===== src/cle_pkg.sv =====
// shared types, key codes and action codes for the console line editor
// no dependencies
package cle_pkg;

  localparam int LINE_MAX    = 32;
  localparam int CNT_W       = 6;
  localparam int ADDR_W      = $clog2(LINE_MAX);
  localparam int QUEUE_DEPTH = 4;
  localparam int QPTR_W      = $clog2(QUEUE_DEPTH);

  localparam logic [CNT_W-1:0] LIMIT_RESET = CNT_W'(32);

  localparam logic [7:0] KEY_CR    = 8'h0D;
  localparam logic [7:0] KEY_BS    = 8'h08;
  localparam logic [7:0] KEY_ESC   = 8'h1B;
  localparam logic [7:0] KEY_CTRLX = 8'h18;
  localparam logic [7:0] KEY_CTRLC = 8'h03;
  localparam logic [7:0] KEY_PRINT = 8'h20;

  localparam logic [2:0] ACT_NONE    = 3'd0;
  localparam logic [2:0] ACT_ECHO    = 3'd1;
  localparam logic [2:0] ACT_ERASE   = 3'd2;
  localparam logic [2:0] ACT_NL      = 3'd3;
  localparam logic [2:0] ACT_CANCEL  = 3'd4;
  localparam logic [2:0] ACT_ABANDON = 3'd5;
  localparam logic [2:0] ACT_BYTE    = 3'd6;

  localparam logic [1:0] STAT_BUSY   = 2'd0;
  localparam logic [1:0] STAT_NORMAL = 2'd1;
  localparam logic [1:0] STAT_ESC    = 2'd2;
  localparam logic [1:0] STAT_CANCEL = 2'd3;

  // one classified key as it travels from front to back
  typedef struct packed {
    logic [2:0]       action;
    logic [7:0]       ch;
    logic [CNT_W-1:0] cnt;   // erase count, or line length on carriage return
  } cmd_t;

  function automatic logic [1:0] act_status(input logic [2:0] action);
    logic [1:0] s;
    case (action)
      ACT_NL, ACT_BYTE: s = STAT_NORMAL;
      ACT_CANCEL:       s = STAT_ESC;
      ACT_ABANDON:      s = STAT_CANCEL;
      default:          s = STAT_BUSY;
    endcase
    return s;
  endfunction

endpackage


===== src/cle_ram.sv =====
// generic single-write, single-read ram with registered read data
// no dependencies
module cle_ram #(
  parameter int WIDTH = 8,
  parameter int DEPTH = 32
) (
  input  logic                     clk,
  input  logic                     we,
  input  logic [$clog2(DEPTH)-1:0] waddr,
  input  logic [WIDTH-1:0]         wdata,
  input  logic                     re,
  input  logic [$clog2(DEPTH)-1:0] raddr,
  output logic [WIDTH-1:0]         rdata
);

  logic [WIDTH-1:0] mem [DEPTH];

  always_ff @(posedge clk) begin
    if (we) begin
      mem[waddr] <= wdata;
    end
    if (re) begin
      rdata <= mem[raddr];
    end
  end

endmodule


===== src/cle_front.sv =====
// key intake: length limit register, char count, classification, store writes
// depends on cle_pkg
module cle_front import cle_pkg::*; (
  input  logic             clk,
  input  logic             rst,
  input  logic             in_valid,
  output logic             in_stall,
  input  logic [7:0]       key_byte,
  input  logic             cfg_valid,
  output logic             cfg_ready,
  input  logic [5:0]       cfg_data,
  input  logic             q_full,
  output logic             push,
  output cmd_t             push_cmd,
  output logic             ram_we,
  output logic [ADDR_W-1:0] ram_waddr,
  output logic [7:0]       ram_wdata,
  input  logic             line_done
);

  logic [CNT_W-1:0] length_limit;
  logic [CNT_W-1:0] char_count;
  logic [CNT_W-1:0] char_count_next;
  logic [CNT_W-1:0] eff_limit;
  logic             cr_pending;
  logic             accept;
  logic             store_key;
  cmd_t             cmd;

  assign cfg_ready = 1'b1;
  // hold off new keys while the queue is full or a finished line is not yet read out of the store
  assign in_stall  = q_full || cr_pending;
  assign accept    = in_valid && !in_stall;
  assign eff_limit = (length_limit < CNT_W'(LINE_MAX)) ? length_limit : CNT_W'(LINE_MAX);

  always_comb begin
    cmd             = '{action: ACT_NONE, ch: 8'h00, cnt: '0};
    char_count_next = char_count;
    store_key       = 1'b0;
    case (key_byte)
      KEY_CR: begin
        cmd.action      = ACT_NL;
        cmd.cnt         = char_count;
        char_count_next = '0;
      end
      KEY_BS: begin
        if (char_count != '0) begin
          cmd.action      = ACT_ERASE;
          cmd.cnt         = CNT_W'(1);
          char_count_next = char_count - CNT_W'(1);
        end
      end
      KEY_ESC: begin
        cmd.action      = ACT_CANCEL;
        cmd.cnt         = char_count;
        char_count_next = '0;
      end
      KEY_CTRLX: begin
        if (char_count != '0) begin
          cmd.action = ACT_ERASE;
          cmd.cnt    = char_count;
        end
        char_count_next = '0;
      end
      KEY_CTRLC: begin
        cmd.action      = ACT_ABANDON;
        char_count_next = '0;
      end
      default: begin
        if (key_byte >= KEY_PRINT && char_count < eff_limit) begin
          cmd.action      = ACT_ECHO;
          cmd.ch          = key_byte;
          char_count_next = char_count + CNT_W'(1);
          store_key       = 1'b1;
        end
      end
    endcase
  end

  assign push      = accept;
  assign push_cmd  = cmd;
  assign ram_we    = accept && store_key;
  assign ram_waddr = char_count[ADDR_W-1:0];
  assign ram_wdata = key_byte;

  always_ff @(posedge clk) begin
    if (rst) begin
      length_limit <= LIMIT_RESET;
      char_count   <= '0;
      cr_pending   <= 1'b0;
    end else begin
      if (cfg_valid && cfg_ready) begin
        length_limit <= cfg_data;
      end
      if (accept) begin
        char_count <= char_count_next;
      end
      if (accept && key_byte == KEY_CR) begin
        cr_pending <= 1'b1;
      end else if (line_done) begin
        cr_pending <= 1'b0;
      end
    end
  end

endmodule


===== src/cle_queue.sv =====
// short command queue between key intake and result generation
// depends on cle_pkg
module cle_queue import cle_pkg::*; (
  input  logic clk,
  input  logic rst,
  input  logic push,
  input  cmd_t push_cmd,
  input  logic pop,
  output cmd_t pop_cmd,
  output logic full,
  output logic empty
);

  cmd_t              entries [QUEUE_DEPTH];
  logic [QPTR_W-1:0] wr_ptr;
  logic [QPTR_W-1:0] rd_ptr;
  logic [QPTR_W:0]   count;

  assign full    = (count == (QPTR_W+1)'(QUEUE_DEPTH));
  assign empty   = (count == '0);
  assign pop_cmd = entries[rd_ptr];

  always_ff @(posedge clk) begin
    if (push) begin
      entries[wr_ptr] <= push_cmd;
    end
  end

  always_ff @(posedge clk) begin
    if (rst) begin
      wr_ptr <= '0;
      rd_ptr <= '0;
      count  <= '0;
    end else begin
      if (push) begin
        wr_ptr <= wr_ptr + QPTR_W'(1);
      end
      if (pop) begin
        rd_ptr <= rd_ptr + QPTR_W'(1);
      end
      count <= count + (QPTR_W+1)'(push) - (QPTR_W+1)'(pop);
    end
  end

endmodule


===== src/cle_back.sv =====
// result generation: one result per command, line readout on carriage return
// depends on cle_pkg
module cle_back import cle_pkg::*; (
  input  logic              clk,
  input  logic              rst,
  input  logic              q_empty,
  input  cmd_t              q_cmd,
  output logic              pop,
  output logic              ram_re,
  output logic [ADDR_W-1:0] ram_raddr,
  input  logic [7:0]        ram_rdata,
  output logic              line_done,
  output logic              out_valid,
  input  logic              out_stall,
  output logic [2:0]        action,
  output logic [7:0]        out_char,
  output logic [CNT_W-1:0]  erase_count,
  output logic [CNT_W-1:0]  line_length,
  output logic [1:0]        status,
  output logic              last
);

  localparam logic [1:0] ST_IDLE = 2'd0;
  localparam logic [1:0] ST_ADDR = 2'd1;
  localparam logic [1:0] ST_DATA = 2'd2;

  logic [1:0]       state;
  logic [1:0]       state_next;
  logic [CNT_W-1:0] idx;
  logic [CNT_W-1:0] idx_next;
  logic [CNT_W-1:0] idx_inc;
  logic [CNT_W-1:0] len;
  logic [CNT_W-1:0] len_next;
  logic             slot_free;
  logic             load;
  logic [2:0]       action_next;
  logic [7:0]       out_char_next;
  logic [CNT_W-1:0] erase_count_next;
  logic [CNT_W-1:0] line_length_next;
  logic [1:0]       status_next;
  logic             last_next;

  assign slot_free = !out_valid || !out_stall;
  assign idx_inc   = idx + CNT_W'(1);
  assign ram_raddr = idx[ADDR_W-1:0];

  always_comb begin
    state_next       = state;
    idx_next         = idx;
    len_next         = len;
    pop              = 1'b0;
    ram_re           = 1'b0;
    load             = 1'b0;
    line_done        = 1'b0;
    action_next      = action;
    out_char_next    = out_char;
    erase_count_next = erase_count;
    line_length_next = line_length;
    status_next      = status;
    last_next        = last;
    case (state)
      ST_IDLE: begin
        if (!q_empty && slot_free) begin
          pop              = 1'b1;
          load             = 1'b1;
          action_next      = q_cmd.action;
          out_char_next    = q_cmd.ch;
          erase_count_next = (q_cmd.action == ACT_ERASE || q_cmd.action == ACT_CANCEL) ?
                             q_cmd.cnt : '0;
          line_length_next = (q_cmd.action == ACT_NL) ? q_cmd.cnt : '0;
          status_next      = act_status(q_cmd.action);
          last_next        = !(q_cmd.action == ACT_NL && q_cmd.cnt != '0);
          if (q_cmd.action == ACT_NL) begin
            if (q_cmd.cnt == '0) begin
              line_done = 1'b1;
            end else begin
              state_next = ST_ADDR;
              idx_next   = '0;
              len_next   = q_cmd.cnt;
            end
          end
        end
      end
      ST_ADDR: begin
        ram_re     = 1'b1;
        state_next = ST_DATA;
      end
      ST_DATA: begin
        // read data stays put until the next read, so waiting on a stall is safe
        if (slot_free) begin
          load             = 1'b1;
          action_next      = ACT_BYTE;
          out_char_next    = ram_rdata;
          erase_count_next = '0;
          line_length_next = len;
          status_next      = STAT_NORMAL;
          last_next        = (idx_inc == len);
          if (idx_inc == len) begin
            line_done  = 1'b1;
            state_next = ST_IDLE;
          end else begin
            idx_next   = idx_inc;
            state_next = ST_ADDR;
          end
        end
      end
      default: begin
        state_next = ST_IDLE;
      end
    endcase
  end

  always_ff @(posedge clk) begin
    if (rst) begin
      state     <= ST_IDLE;
      out_valid <= 1'b0;
    end else begin
      state     <= state_next;
      out_valid <= load || (out_valid && out_stall);
    end
  end

  always_ff @(posedge clk) begin
    idx         <= idx_next;
    len         <= len_next;
    action      <= action_next;
    out_char    <= out_char_next;
    erase_count <= erase_count_next;
    line_length <= line_length_next;
    status      <= status_next;
    last        <= last_next;
  end

endmodule


===== src/console_line_editor_unit.sv =====
// top level of the console line editor: front, queue, back and line store
// depends on cle_pkg, cle_front, cle_queue, cle_back, cle_ram
//
// Usage:
//   Input channel: key_byte with in_valid/in_stall, one received key per transfer.
//   Output channel: action, out_char, erase_count, line_length, status, last with
//   out_valid/out_stall. Every key gives one result with last set, except a
//   carriage return, which gives a newline result followed by one line byte per
//   stored character, last set on the final one.
//   Config channel: cfg_data with cfg_valid/cfg_ready writes length_limit;
//   cfg_ready is always high. Write it only while the block is idle.
//   A key's command is registered in the queue, then loaded into the output register.
//   Throughput: one key per cycle while the four-entry command queue has room;
//   line readout does a ram read then an output load for each stored byte,
//   and new keys are held off until the line's last result is loaded.
//   A stall on the output holds the result register; the queue keeps taking
//   keys until it fills, then in_stall rises.
//   Reset clears the count, the queue and the output valid; length_limit
//   returns to 32. The line store is not cleared and needs no sweep.
module console_line_editor_unit import cle_pkg::*; (
  input  logic       clk,
  input  logic       rst,
  input  logic       in_valid,
  output logic       in_stall,
  input  logic [7:0] key_byte,
  input  logic       cfg_valid,
  output logic       cfg_ready,
  input  logic [5:0] cfg_data,
  output logic       out_valid,
  input  logic       out_stall,
  output logic [2:0] action,
  output logic [7:0] out_char,
  output logic [5:0] erase_count,
  output logic [5:0] line_length,
  output logic [1:0] status,
  output logic       last
);

  logic              q_full;
  logic              q_empty;
  logic              push;
  logic              pop;
  cmd_t              push_cmd;
  cmd_t              pop_cmd;
  logic              ram_we;
  logic [ADDR_W-1:0] ram_waddr;
  logic [7:0]        ram_wdata;
  logic              ram_re;
  logic [ADDR_W-1:0] ram_raddr;
  logic [7:0]        ram_rdata;
  logic              line_done;

  cle_front u_front (
    .clk       (clk),
    .rst       (rst),
    .in_valid  (in_valid),
    .in_stall  (in_stall),
    .key_byte  (key_byte),
    .cfg_valid (cfg_valid),
    .cfg_ready (cfg_ready),
    .cfg_data  (cfg_data),
    .q_full    (q_full),
    .push      (push),
    .push_cmd  (push_cmd),
    .ram_we    (ram_we),
    .ram_waddr (ram_waddr),
    .ram_wdata (ram_wdata),
    .line_done (line_done)
  );

  cle_queue u_queue (
    .clk      (clk),
    .rst      (rst),
    .push     (push),
    .push_cmd (push_cmd),
    .pop      (pop),
    .pop_cmd  (pop_cmd),
    .full     (q_full),
    .empty    (q_empty)
  );

  cle_ram #(
    .WIDTH (8),
    .DEPTH (LINE_MAX)
  ) u_line_store (
    .clk   (clk),
    .we    (ram_we),
    .waddr (ram_waddr),
    .wdata (ram_wdata),
    .re    (ram_re),
    .raddr (ram_raddr),
    .rdata (ram_rdata)
  );

  cle_back u_back (
    .clk         (clk),
    .rst         (rst),
    .q_empty     (q_empty),
    .q_cmd       (pop_cmd),
    .pop         (pop),
    .ram_re      (ram_re),
    .ram_raddr   (ram_raddr),
    .ram_rdata   (ram_rdata),
    .line_done   (line_done),
    .out_valid   (out_valid),
    .out_stall   (out_stall),
    .action      (action),
    .out_char    (out_char),
    .erase_count (erase_count),
    .line_length (line_length),
    .status      (status),
    .last        (last)
  );

endmodule


===== config.mk =====
export PLATFORM = sky130hd
export DESIGN_NAME = console_line_editor_unit
export DESIGN_NICKNAME = d
export VERILOG_FILES = /design/src/cle_pkg.sv /design/src/cle_ram.sv /design/src/cle_front.sv /design/src/cle_queue.sv /design/src/cle_back.sv /design/src/console_line_editor_unit.sv
export SDC_FILE = /design/constraint.sdc
export NUM_CORES = 1
export LEC_CHECK = 0
export BUFFER_PORTS_ARGS = -buffer_cell sky130_fd_sc_hd__clkbuf_2
export CORE_UTILIZATION = 60
export CTS_BUF_LIST = sky130_fd_sc_hd__clkbuf_4 sky130_fd_sc_hd__clkbuf_8
export DETAILED_ROUTE_END_ITERATION = 7
export PLACE_DENSITY = 0.81
export REMOVE_ABC_BUFFERS = 1
export SYNTH_ARGS = -nofsm -noshare
export SYNTH_HDL_FRONTEND = slang
export SYNTH_HIERARCHICAL = 1
export SYNTH_SLANG_ARGS = --single-unit

===== constraint.sdc =====
create_clock -name clk -period 3.24 [get_ports clk]
set_input_delay 0.486 -clock clk [delete_from_list [all_inputs] [get_ports clk]]
set_output_delay 0.486 -clock clk [all_outputs]
set_load 0.1 [all_outputs]

Yosys cells after proc, flatten, opt, wreduce, memory -nomap -nowiden. Memory sizes are Yosys's and may differ from the RTL's. A register that Yosys moved wholly into a read port is not among the register bits. Cells that the tools add are included.

Eq/ne operators: 20. Bitwise logic cells: 1. Muxes and demuxes: 65. $add $sub $neg: 7. $lt $le $gt $ge: 3. Reductions and logical operators: 34.

Operators by type and width (count): $mux 6 (15); $pmux 6 s2 (4); $mux 8 (3); $mux 1 (21); $mux 2 (9); $pmux 6 s3 (1); $eq 8x4->1 const B (2); $eq 8x5->1 const B (2); $pmux 8 s2 (1); $add 6x1->6 const B (2); $eq 3x3->1 const B (4); $pmux 2 s3 (2); $pmux 3 s4 (1); $reduce_bool 6->1 (2); $mux 9 (1); $eq 8x2->1 const B (1); $ge 8x6->1 const B (1); $ne 2x1->1 const B (4); $reduce_and 4->1 (2); $logic_and 1x1->1 (7); $eq 3x2->1 const B (2); $eq 6x6->1 (1); $logic_not 6->1 (1); $lt 6x6->1 (1); other kinds (24) (40).

Bits of input ports: 19. Bits in registers: 61. Bits in writable memories: 324. Memories kept: 2. Logic and storage cells: 148.

Memory list: u_line_store.mem (depth 32, bits a word 8, read ports 1, clocked after Yosys merged registers in 1, wr ports 1, line cle_ram.sv:16) `logic [WIDTH-1:0] mem [DEPTH];`; u_queue.entries (depth 4, bits a word 17, read ports 1, clocked after Yosys merged registers in 1, wr ports 1, line cle_queue.sv:14) `cmd_t entries [QUEUE_DEPTH];`.

Depth between registers and ports, before layout. Gate-level depths: netlist of the first run.

Word-level depth: 9. Gate-level depth with buffers: 10. Mapped depth without buffers: 10.

Cells and area by module. The synthesis of the first run kept the hierarchy.

By module, submodules not included: cle_ram (instances 1, sequential area each 7927.6 µm², cells an instance 417, area an instance 10133.5 µm²); cle_queue (instances 1, sequential area each 2222.1 µm², cells an instance 131, area an instance 2929.1 µm²); cle_back (instances 1, sequential area each 1201.2 µm², cells an instance 156, area an instance 1888.1 µm²); cle_front (instances 1, sequential area each 260.2 µm², cells an instance 164, area an instance 1229.9 µm²).

Least setup slack after synthesis of the first run. Ideal clock, no wire load.

Kind: register -> register. Start point: register u_front.length_limit[5]. End point: memory u_line_store.mem[0][0], enable pin. Arrival time: 2446 ps. Stages on the path, launching flop included: 10. Data required time: 2870 ps. Slack: 423 ps. Path through: dfxtp_1 > inv_1 > nand2_1 > ha_1 > a21oi_1 > o211ai_1 > nor3_1 > or3b_2 > clkbuf_1 > nor2_1.

Longest elaborated chain between the ends: 9.

Ends and longest elaborated chain: from (decl) (line cle_front.sv:21) `logic [CNT_W-1:0] length_limit;`; from (signal assigned) (line cle_front.sv:93) `length_limit <= cfg_data;`; $lt 6x6->1 (line cle_front.sv:34) `assign eff_limit = (length_limit < CNT_W'(LINE_MAX)) ? length_limit : CNT_W'(LINE_MAX);`; $mux 6 * (line cle_front.sv:34); $lt 6x6->1 * (line cle_front.sv:70) `if (key_byte >= KEY_PRINT && char_count < eff_limit) begin`; $logic_and 1x1->1 * (line cle_front.sv:70); $mux 1 * (line cle_front.sv:70); $mux 1 * (line cle_front.sv:40) `case (key_byte)`; $logic_and 1x1->1 * (line cle_front.sv:82) `assign ram_we = accept && store_key;`; via ram_we (line console_line_editor_unit.sv:45) `logic ram_we;`; $mux 1 * (line cle_ram.sv:19) `if (we) begin`; $mux 1 (not written as such) * (line cle_ram.sv:20) `mem[waddr] <= wdata;`; to (decl) (line cle_ram.sv:16).

Mark *: on every way through the listed nets, which the timed path passes. The rest lies on a longest branch.

Worst setup path after layout of the first run.
Start point: register u_front.length_limit[5]. End point: memory u_line_store.mem[4][5], enable pin.

Same word-level chain as after synthesis.

==> impl_metrics.tcl, run 1 <==
set metrics [dict create \
    startpoint_type "flop" \
    cts_buffers 59 \
    holdPathStages 3 \
    critical_path.max_stage_delay_ps 630 \
    crit_slowest_cell "or3b_2" \
    hold_viol 0 \
    cap_violations 0 \
    crit_chain "inv_1 -> nand2_1 -> ha_1 -> a21oi_1 -> o211ai_1 -> nor3_2 -> or3b_2 -> nor2_1 -> buf_4" \
    fin_crit_sh 0.9241 \
    drcViolationCount 5 \
    drt-wirelength-per-cell_microns 23.20 \
    htreeDepth 2 \
    seqCellArea_sq_um 11610 \
    r2r_slack_ps 250 \
    cp_max_fo 8 \
    grt_pass1_wl_microns 49420 \
    start_util 0.6157 \
    worst_hold_startpoint "cfg_data[4]" \
    failed_checks "design-rule violations" \
    yosys.cell_types.count 64 \
    die_h_microns 166.2 \
    synthFlopType "edfxtp_1" \
    peakVddDrop_uv 490.9 \
    drive_gt1_frac 0.3092 \
    clock_latency_ps 630 \
    rsz0062_at_grt "false" \
    syn_area_sq_um 16180 \
    cts_tree "yes" \
    report.final.setup_viol 0 \
    cp.required_ps 3570 \
    row_count 59 \
    whs_endpoint "u_front/length_limit[4]" \
    place_congestion 0.8293 \
    synth_edf_count 370 \
    fill_cells 1607 \
    tightest_slew_ps 895.6 \
    drtPass1Iterations 8 \
    vias 8431 \
    final_cell_area_sq_um 18240 \
    clk_pin_slew_ps 60 \
    syn_area_per_cell_sq_um 18.64 \
    hp-class "input pin to flop" \
    hpwl_microns 20790 \
    ys_seq_area_frac 0.7176 \
    die-width_microns 166.2 \
    grt_start_max_net_pins 43 \
    dieArea_sq_um 27630 \
    place_area_sq_um 17070 \
    crit-reg2reg-launch "u_front/length_limit[5]" \
    antenna_found_initial 1 \
    vias_per_cell 6.136 \
    cts_setup_buffers 0 \
    fin_hold_ws_ps 108.9 \
    period_needed_ps 2994 \
    clockBufferDepth 3 \
    p_leak_nw 6.246 \
    grt_pass1_vias 8693 \
    cts.sinks 395 \
    area_growth_pct 12.73 \
    async_reset_ff_frac 0 \
    ys_ff_latch 395 \
    fp.coreArea_sq_um 26280 \
    synth_cells 868 \
    cts-resized-gates 0 \
    multi_input_area_sq_um 4169 \
    grt-ovfl-total 0 \
    status "complete, but fails checks" \
    clock_skew_ps 36.23 \
    cp.arrival_ps 3320 \
    endpoint_kind "flop" \
    max_slew_margin 0.4017 \
    powerDensity_nw_per_um2 771.7 \
    r2r-end "u_line_store/mem[4][5]" \
    grt_util_all_layers 0.2400 \
    ctsHoldBuffers 0 \
    drv_slew 0 \
    ant_nets 0 \
    design.portCount 48 \
    drtIter0Drc 746 \
    ctsRootBufferMaster "clkbuf_8" \
    nNetsFinal 1022 \
    wl_microns 31870 \
    portBuffers 46 \
    synth_warnings 6 \
    clock.fmax_mhz 334.0 \
    crit_type "flop to flop" \
    rr_worst_depth 9 \
]
[synth_stat cells, types with 4 or more instances]
library cell / count / area, sq um
buf_4: 25 / 187.7
clkbuf_1: 15 / 56.30
a21oi_1: 11 / 55.05
mux4_1: 7 / 183.9
a31oi_1: 6 / 37.54
mux2i_1: 7 / 70.07
o211ai_1: 4 / 30.03
mux4_2: 90 / 2027
mux2_2: 8 / 90.09
nand2_1: 57 / 214.0
nand3_1: 7 / 35.03
nand3b_1: 6 / 45.04
buf_1: 5 / 18.77
xnor2_1: 12 / 105.1
edfxtp_1: 370 / 11110
dfxtp_1: 25 / 500.5
nor3_1: 13 / 65.06
ha_1: 13 / 162.7
nor2_1: 63 / 236.5
and2_1: 22 / 137.6
or3_1: 4 / 25.02
inv_1: 16 / 60.06
o21ai_1: 10 / 50.05
and3_1: 4 / 25.02
buf_2: 5 / 25.02
[final cells by class]
type | count | area share
sequential | 395 | 0.6366
multi-input combinational | 402 | 0.2286
clock buffer | 82 | 0.05467
timing repair buffer | 114 | 0.04472
tap | 335 | 0.02298
clock inverter | 28 | 0.008849
inverter | 17 | 0.003498
antenna | 1 | 0.0001372
[flip-flops by register name, indices dropped and copies added (netlist names), 6 cells and up, named ones only]
register,flops
u_line_store/rdata,8
u_front/length_limit,6
u_back/erase_count,6
u_line_store/mem,256
u_front/char_count,6
u_back/len,6
u_back/line_length,6
u_back/out_char,8
u_back/idx,6
u_queue/entries,68
[cells in the final DEF (no fill, tap or decap), drive strengths merged, types with 6 or more instances in the layout]
master	n
nor2	64
dfxtp	25
buf	68
clkbuf	128
xnor2	12
ha	13
and2	22
nand3b	7
mux2	8
mux4	97
edfxtp	370
a21oi	11
inv	18
clkinv	25
o21ai	13
nand2	57
mux2i	7
a31oi	6
nor3	16
nand3	8
[critical path: cells and delay by family, from the launching register on]
family          cells  cell delay, ps
compound gates      2             360
fa+ha+maj           1             290
buf+inv             2             350
flops               1             310
simple gates        4            1390
[through the flow]
step	power, mW	setup slack, ps	utilization	setup TNS (ps)	cells
after floorplan	9.342	-1327	-	-21860	814
final	14.08	245.9	0.6941	0	1374
after global routing	14.61	78.10	0.6941	0	1374
after global placement	10.18	305.0	0.6497	0	1263
after CTS	14.15	208.5	0.6938	0	1373
after detailed placement	10.27	218.0	0.6497	0	1263
[kinds of logic (layout without fill, tap and decap cells)]
logic type,after synthesis,count (layout),synth area share
flops,395,395,0.7176
simple gates,206,206,0.06488
mux,112,112,0.1465
buf+inv,71,241,0.02505
compound gates,51,51,0.02212
xor+xnor,18,18,0.01230
fa+ha+maj,14,14,0.01129
other cells,1,2,0.0002318
[power breakdown]
group | leakage, nW | internal, mW | switching (mW) | total, mW
clock network | 0.615 | 2.07 | 1.83 | 3.91
registers | 3.62 | 6.14 | 0.200 | 6.34
logic | 2.02 | 1.20 | 2.63 | 3.83
total | 6.25 | 9.41 | 4.66 | 14.1
[metal layers]
layer,vias to the layer above,track usage,share of wire
met4,2,0.09138,0.028
met2,370,0.3909,0.50
met3,73,0.04933,0.074
met1,4296,0.3219,0.40
li1,3690,-,-
met5,-,0.02261,0.0026
[worst max path at each step]
stage	start	to	slack [ps]	depth (start not counted)
2_1_floorplan	u_back/idx[0]	u_back/idx[0]	-1330	4
3_3_place_gp	u_front/length_limit[5]	u_line_store/mem[4][5]	310	9
3_5_place_dp	key_byte[7]	u_line_store/mem[4][6]	220	7
4_1_cts	u_front/length_limit[5]	u_line_store/mem[4][5]	210	9
5_1_grt	u_front/length_limit[5]	u_line_store/mem[4][5]	80	9
6_report	u_front/length_limit[5]	u_line_store/mem[4][5]	250	9
Note: power is estimated with default switching activity, not from simulation.
==> run 2, diff against run 1 <==
--- a/config.mk
+++ b/config.mk
@@ -7,8 +7,9 @@
 export LEC_CHECK = 0
 export BUFFER_PORTS_ARGS = -buffer_cell sky130_fd_sc_hd__clkbuf_2
-export CORE_UTILIZATION = 60
+export CORE_UTILIZATION = 45
 export CTS_BUF_LIST = sky130_fd_sc_hd__clkbuf_4 sky130_fd_sc_hd__clkbuf_8
 export DETAILED_ROUTE_END_ITERATION = 7
-export PLACE_DENSITY = 0.81
+export HOLD_SLACK_MARGIN = 0.1
+export PLACE_DENSITY = 0.65
 export REMOVE_ABC_BUFFERS = 1
 export SYNTH_ARGS = -nofsm -noshare
==> constraint.sdc (replaced) <==
create_clock -name clk -period 3.24 [get_ports clk]
set_input_delay 0.486 -clock clk [delete_from_list [all_inputs] [get_ports clk]]
set_output_delay 0.486 -clock clk [all_outputs]
set_load 0.01 [all_outputs]
==> impl_metrics.tcl, run 2 (synthesized netlist as in run 1, its figures left out) <==
set metrics [dict create \
    clockBufferDepth 3 \
    max_slew_margin 0.4574 \
    drt-wirelength-per-cell_microns 21.96 \
    portBuffers 46 \
    crit_type "flop to flop" \
    period_needed_ps 2965 \
    hold_viol 0 \
    cap_violations 0 \
    rsz0062_at_grt "false" \
    grt-ovfl-total 0 \
    clock_latency_ps 590 \
    clock_skew_ps 25.85 \
    start_util 0.4560 \
    cts_buffers 67 \
    ant_nets 0 \
    cpLargestDelayFamily "simple AND/OR/NAND/NOR gates" \
    cp.required_ps 3530 \
    drive_gt1_frac 0.3181 \
    clock.fmax_mhz 337.3 \
    place_congestion 0.7638 \
    failed_checks "design-rule violations" \
    vias_per_cell 5.464 \
    report.final.setup_viol 0 \
    vias 8239 \
    design.portCount 48 \
    grt_pass1_vias 8356 \
    nNetsFinal 1029 \
    regMostFlops "u_line_store/mem" \
    largest_reg_flops 256 \
    final_cell_area_sq_um 18570 \
    critical_path.max_stage_delay_ps 620 \
    endpoint_kind "flop" \
    row_count 69 \
    startpoint_type "flop" \
    powerDensity_nw_per_um2 723.8 \
    final_util 0.5233 \
    cp_max_fo 8 \
    grt_util_all_layers 0.1884 \
    drtIter0Drc 520 \
    clk_pin_slew_ps 60 \
    hpwl_microns 20770 \
    drtPass1Iterations 7 \
    diodes 0 \
    status "complete, but fails checks" \
    grt_pass1_wl_microns 50220 \
    ctsRootBufferMaster "clkbuf_8" \
    drv_slew 0 \
    place_area_sq_um 17200 \
    cp.arrival_ps 3250 \
    area_growth_pct 14.75 \
    die_h_microns 191.6 \
    dieArea_sq_um 36720 \
    cts_setup_buffers 0 \
    antenna_found_initial 1 \
    ctsHoldBuffers 0 \
    cts.sinks 395 \
    crit_slowest_cell "or3b_2" \
    peakVddDrop_uv 390.6 \
    p_leak_nw 6.330 \
    die-width_microns 191.6 \
    crit_chain "inv_1 -> nand2_1 -> ha_1 -> a21oi_1 -> o211ai_1 -> nor3_2 -> or3b_2 -> nor2_1 -> buf_4" \
    path_buf_inv 2 \
    wl_microns 33110 \
    final_common_cell "edfxtp_1" \
    fp.coreArea_sq_um 35480 \
    cts_tree "yes" \
    fin_crit_sh 0.9150 \
    grt_start_max_net_pins 65 \
    htreeDepth 3 \
    reg_top3 "u_line_store/mem (256), u_queue/entries (68)" \
    tightest_slew_ps 810.1 \
    drcViolationCount 4 \
    hp-class "input pin to flop" \
    layout_common_cells "edfxtp_1, mux4_2, clkbuf_8" \
    cts-resized-gates 0 \
]
-- run 2: path summary, 6_finish.rpt --
check	start	depth (start not counted)	to	slack, ps
setup / recovery	u_front/length_limit[5]	9	u_line_store/mem[4][1]	280
hold / removal	cfg_data[5]	3	u_front/length_limit[5]	140
setup reg to reg	u_front/length_limit[5]	9	u_line_store/mem[4][1]	280
hold reg to reg	u_front/cr_pending	2	u_front/cr_pending	490
-- run 2: where the power goes --
group | total, mW | switching [mW] | internal (mW)
clock | 4.48 | 1.92 | 2.56
sequential | 6.30 | 0.164 | 6.14
combinational | 2.66 | 1.47 | 1.19
-- run 2: area by class of cell --
| cell class | count | area, sq um |
|---|---|---|
| Clock buffer | 95 | 1164 |
| Clock inverter | 25 | 200.2 |
| Fill cell | 2801 | 16920 |
| Inverter | 17 | 63.81 |
| Multi-Input combinational cell | 402 | 4169 |
| Sequential cell | 395 | 11610 |
| Tap cell | 461 | 576.8 |
| Timing Repair Buffer | 113 | 783.3 |
-- run 2: through the flow --
stage	hold WS (ps)	setup slack (ps)	cells	total power [mW]	setup TNS (ps)
after floorplan	439.4	-1327	814	8.145	-21860
after global placement	486.8	255.6	1388	9.067	0
after detailed placement	492.1	160.6	1388	9.102	0
after CTS	114.2	139.7	1508	13.60	0
after global routing	129.4	45.21	1508	14.06	0
final	144.5	275.3	1508	13.44	0
-- run 2: worst reg2reg max path: stages (launching register included) --
cell and delay [ps]:
dfxtp_1 310, inv_1 140, nand2_1 80, ha_1 290, a21oi_1 160, o211ai_1 210, nor3_2 380, or3b_2 620
nor2_1 300, buf_4 200
-- run 2: layer usage --
layer / vias to the layer above / global-route usage / part of all wire
met5: - / 0 / 0
met4: 0 / 0.06746 / 0.023
met3: 50 / 0.04586 / 0.069
met2: 278 / 0.2972 / 0.48
met1: 4199 / 0.2559 / 0.43
li1: 3712 / - / -
==> run 3, diff against run 2 <==
Settings changed: CAP_MARGIN set to 20, CELL_PAD_IN_SITES_DETAIL_PLACEMENT set to 0, CELL_PAD_IN_SITES_GLOBAL_PLACEMENT set to 1, PLACE_DENSITY 0.65 to 0.72.
==> impl_metrics.tcl, run 3 (synthesized netlist as in run 1, its figures left out) <==
set metrics [dict create \
    die-width_microns 191.6 \
    drive_gt1_frac 0.3203 \
    clkPwrFrac 0.326 \
    dieArea_sq_um 36720 \
    row_count 69 \
    drtPass1Iterations 5 \
    hold_viol 0 \
    cp-startpoint "u_front/length_limit[5]" \
    final_common_cell "edfxtp_1" \
    layout_common_cells "edfxtp_1, mux4_2, clkbuf_8" \
    wl_microns 33820 \
    fill_cells 2832 \
    cts.sinks 395 \
    clock.fmax_mhz 324.9 \
    design.portCount 48 \
    tightest_slew_ps 876.4 \
    start_util 0.4560 \
    nNetsFinal 1029 \
    grt_pass1_wl_microns 51190 \
    hp-class "input pin to flop" \
    ctsRootBufferMaster "clkbuf_8" \
    die_h_microns 191.6 \
    power_frac_seq 0.475 \
    largest_reg_flops 256 \
    cp.arrival_ps 3390 \
    final_cell_area_sq_um 18500 \
    vias 8226 \
    critPathCapture "u_line_store/mem[4][7]" \
    regMostFlops "u_line_store/mem" \
    drt-wirelength-per-cell_microns 22.44 \
    clk_pin_slew_ps 50 \
    power_frac_comb 0.199 \
    place_area_sq_um 17150 \
    clock_skew_ps 34.17 \
    antenna_found_initial 0 \
    clock_latency_ps 610 \
    report.final.setup_viol 0 \
    ant_nets 0 \
    p_sw_mw 3.580 \
    peakVddDrop_uv 412.8 \
    portBuffers 46 \
    grt-ovfl-total 0 \
    drcViolationCount 0 \
    vias_per_cell 5.459 \
    rsz0062_at_grt "false" \
    htreeDepth 3 \
    p_int_mw 9.695 \
    cp_max_fo 8 \
    fin_crit_sh 0.9499 \
    r2r_slack_ps 160 \
    rr_worst_depth 9 \
    finalNonFillerCells 1507 \
    reg_top3 "u_line_store/mem (256), u_queue/entries (68)" \
    place_congestion 0.7548 \
    swShare 0.2697 \
    grt_pass1_vias 8240 \
    period_needed_ps 3078 \
    crit-reg2reg-launch "u_front/length_limit[5]" \
    endpoint_kind "flop" \
    status "completed" \
    max_slew_margin 0.4145 \
    drtIter0Drc 706 \
    hpwl_microns 21200 \
    crit_type "flop to flop" \
    area_growth_pct 14.33 \
    startpoint_type "flop" \
    clockBufferDepth 3 \
    drv_slew 0 \
    dpl.cell_count 1385 \
    r2r-end "u_line_store/mem[4][7]" \
    holdPathStages 3 \
    cts_tree "yes" \
    grt_util_all_layers 0.1941 \
    powerDensity_nw_per_um2 717.6 \
    cts_buffers 66 \
    cap_violations 0 \
    cts_setup_buffers 0 \
    cp.required_ps 3550 \
    fp.coreArea_sq_um 35480 \
    grt_start_max_net_pins 65 \
    diodes 0 \
    p_leak_nw 6.306 \
]
-- run 3: cell count changes in the layout (fill, tap and decap cells not counted), moves of 3 or more --
cell           previous run  this run
clkinv_1                 14         7
clkinv_2                  3         9
dlygate4sd3_1             0         4
clkbuf_4                 23        26
-- run 3: per-stage QoR --
stage	TNS, ps	setup WS [ps]	total power, mW	hold slack (ps)	util
2_1_floorplan	-21860	-1327	8.145	439.4	-
3_3_place_gp	0	214.5	9.050	477.2	0.4834
3_5_place_dp	0	49.57	9.089	490.8	0.4834
4_1_cts	0	36.88	13.46	110.3	0.5212
5_1_grt	0	25.31	13.87	139.7	0.5214
6_report	0	162.3	13.27	166.9	0.5214
-- run 3: area by class of cell --
type,count,area [sq um],share of cell area
repair buffers,114,775.7,0.04193
well taps,461,576.8,0.03118
clock inverters,22,143.9,0.007778
multi-input cells,402,4169,0.2254
clock buffers,96,1159,0.06263
inverters,17,63.81,0.003449
flip-flops and latches,395,11610,0.6277
-- run 3: power by group through the flow --
| stage | Combinational, mW | Clock (mW) | Sequential [mW] |
|---|---|---|---|
| floorplan | 1.48 | 0 | 6.67 |
| global placement | 2.65 | 0 | 6.40 |
| detailed placement | 2.67 | 0 | 6.42 |
| CTS | 2.69 | 4.46 | 6.31 |
| global route | 2.87 | 4.65 | 6.34 |
| finish | 2.64 | 4.33 | 6.30 |
-- run 3: how the worst min path moves through the flow --
stage                                        from                 endpoint
after floorplan                u_front/cr_pending       u_front/cr_pending
after global placement         u_front/cr_pending       u_front/cr_pending
after detailed placement  u_front/length_limit[1]  u_front/length_limit[1]
after CTS                             cfg_data[2]  u_front/length_limit[2]
after global routing                  cfg_data[2]  u_front/length_limit[2]
final                                 cfg_data[2]  u_front/length_limit[2]
-- run 3: critical path, stage by stage (launching register included) --
cell and delay [ps]:
dfxtp_1 300, inv_1 140, nand2_1 90, ha_1 300, a21oi_1 150, o211ai_1 220, nor3_2 390, or3b_2 630
nor2_1 350, buf_4 220
-- run 3: what timing repair did --
| item | in CTS | in global routing |
|---|---|---|
| hold buffers | 4 | 0 |
| gates resized for setup | 0 | 1 |
| hold endpoints to repair | 4 | 0 |
| endpoints found under the setup margin | 0 | 10 |
-- run 3: routing by layer --
layer | GRT usage | vias to the layer above | routed length (microns)
met5 | 0 | - | 0
met4 | 0.07998 | 0 | 977
met3 | 0.04111 | 59 | 1743
met2 | 0.2965 | 267 | 16250
met1 | 0.2725 | 4207 | 14850
li1 | - | 3693 | -
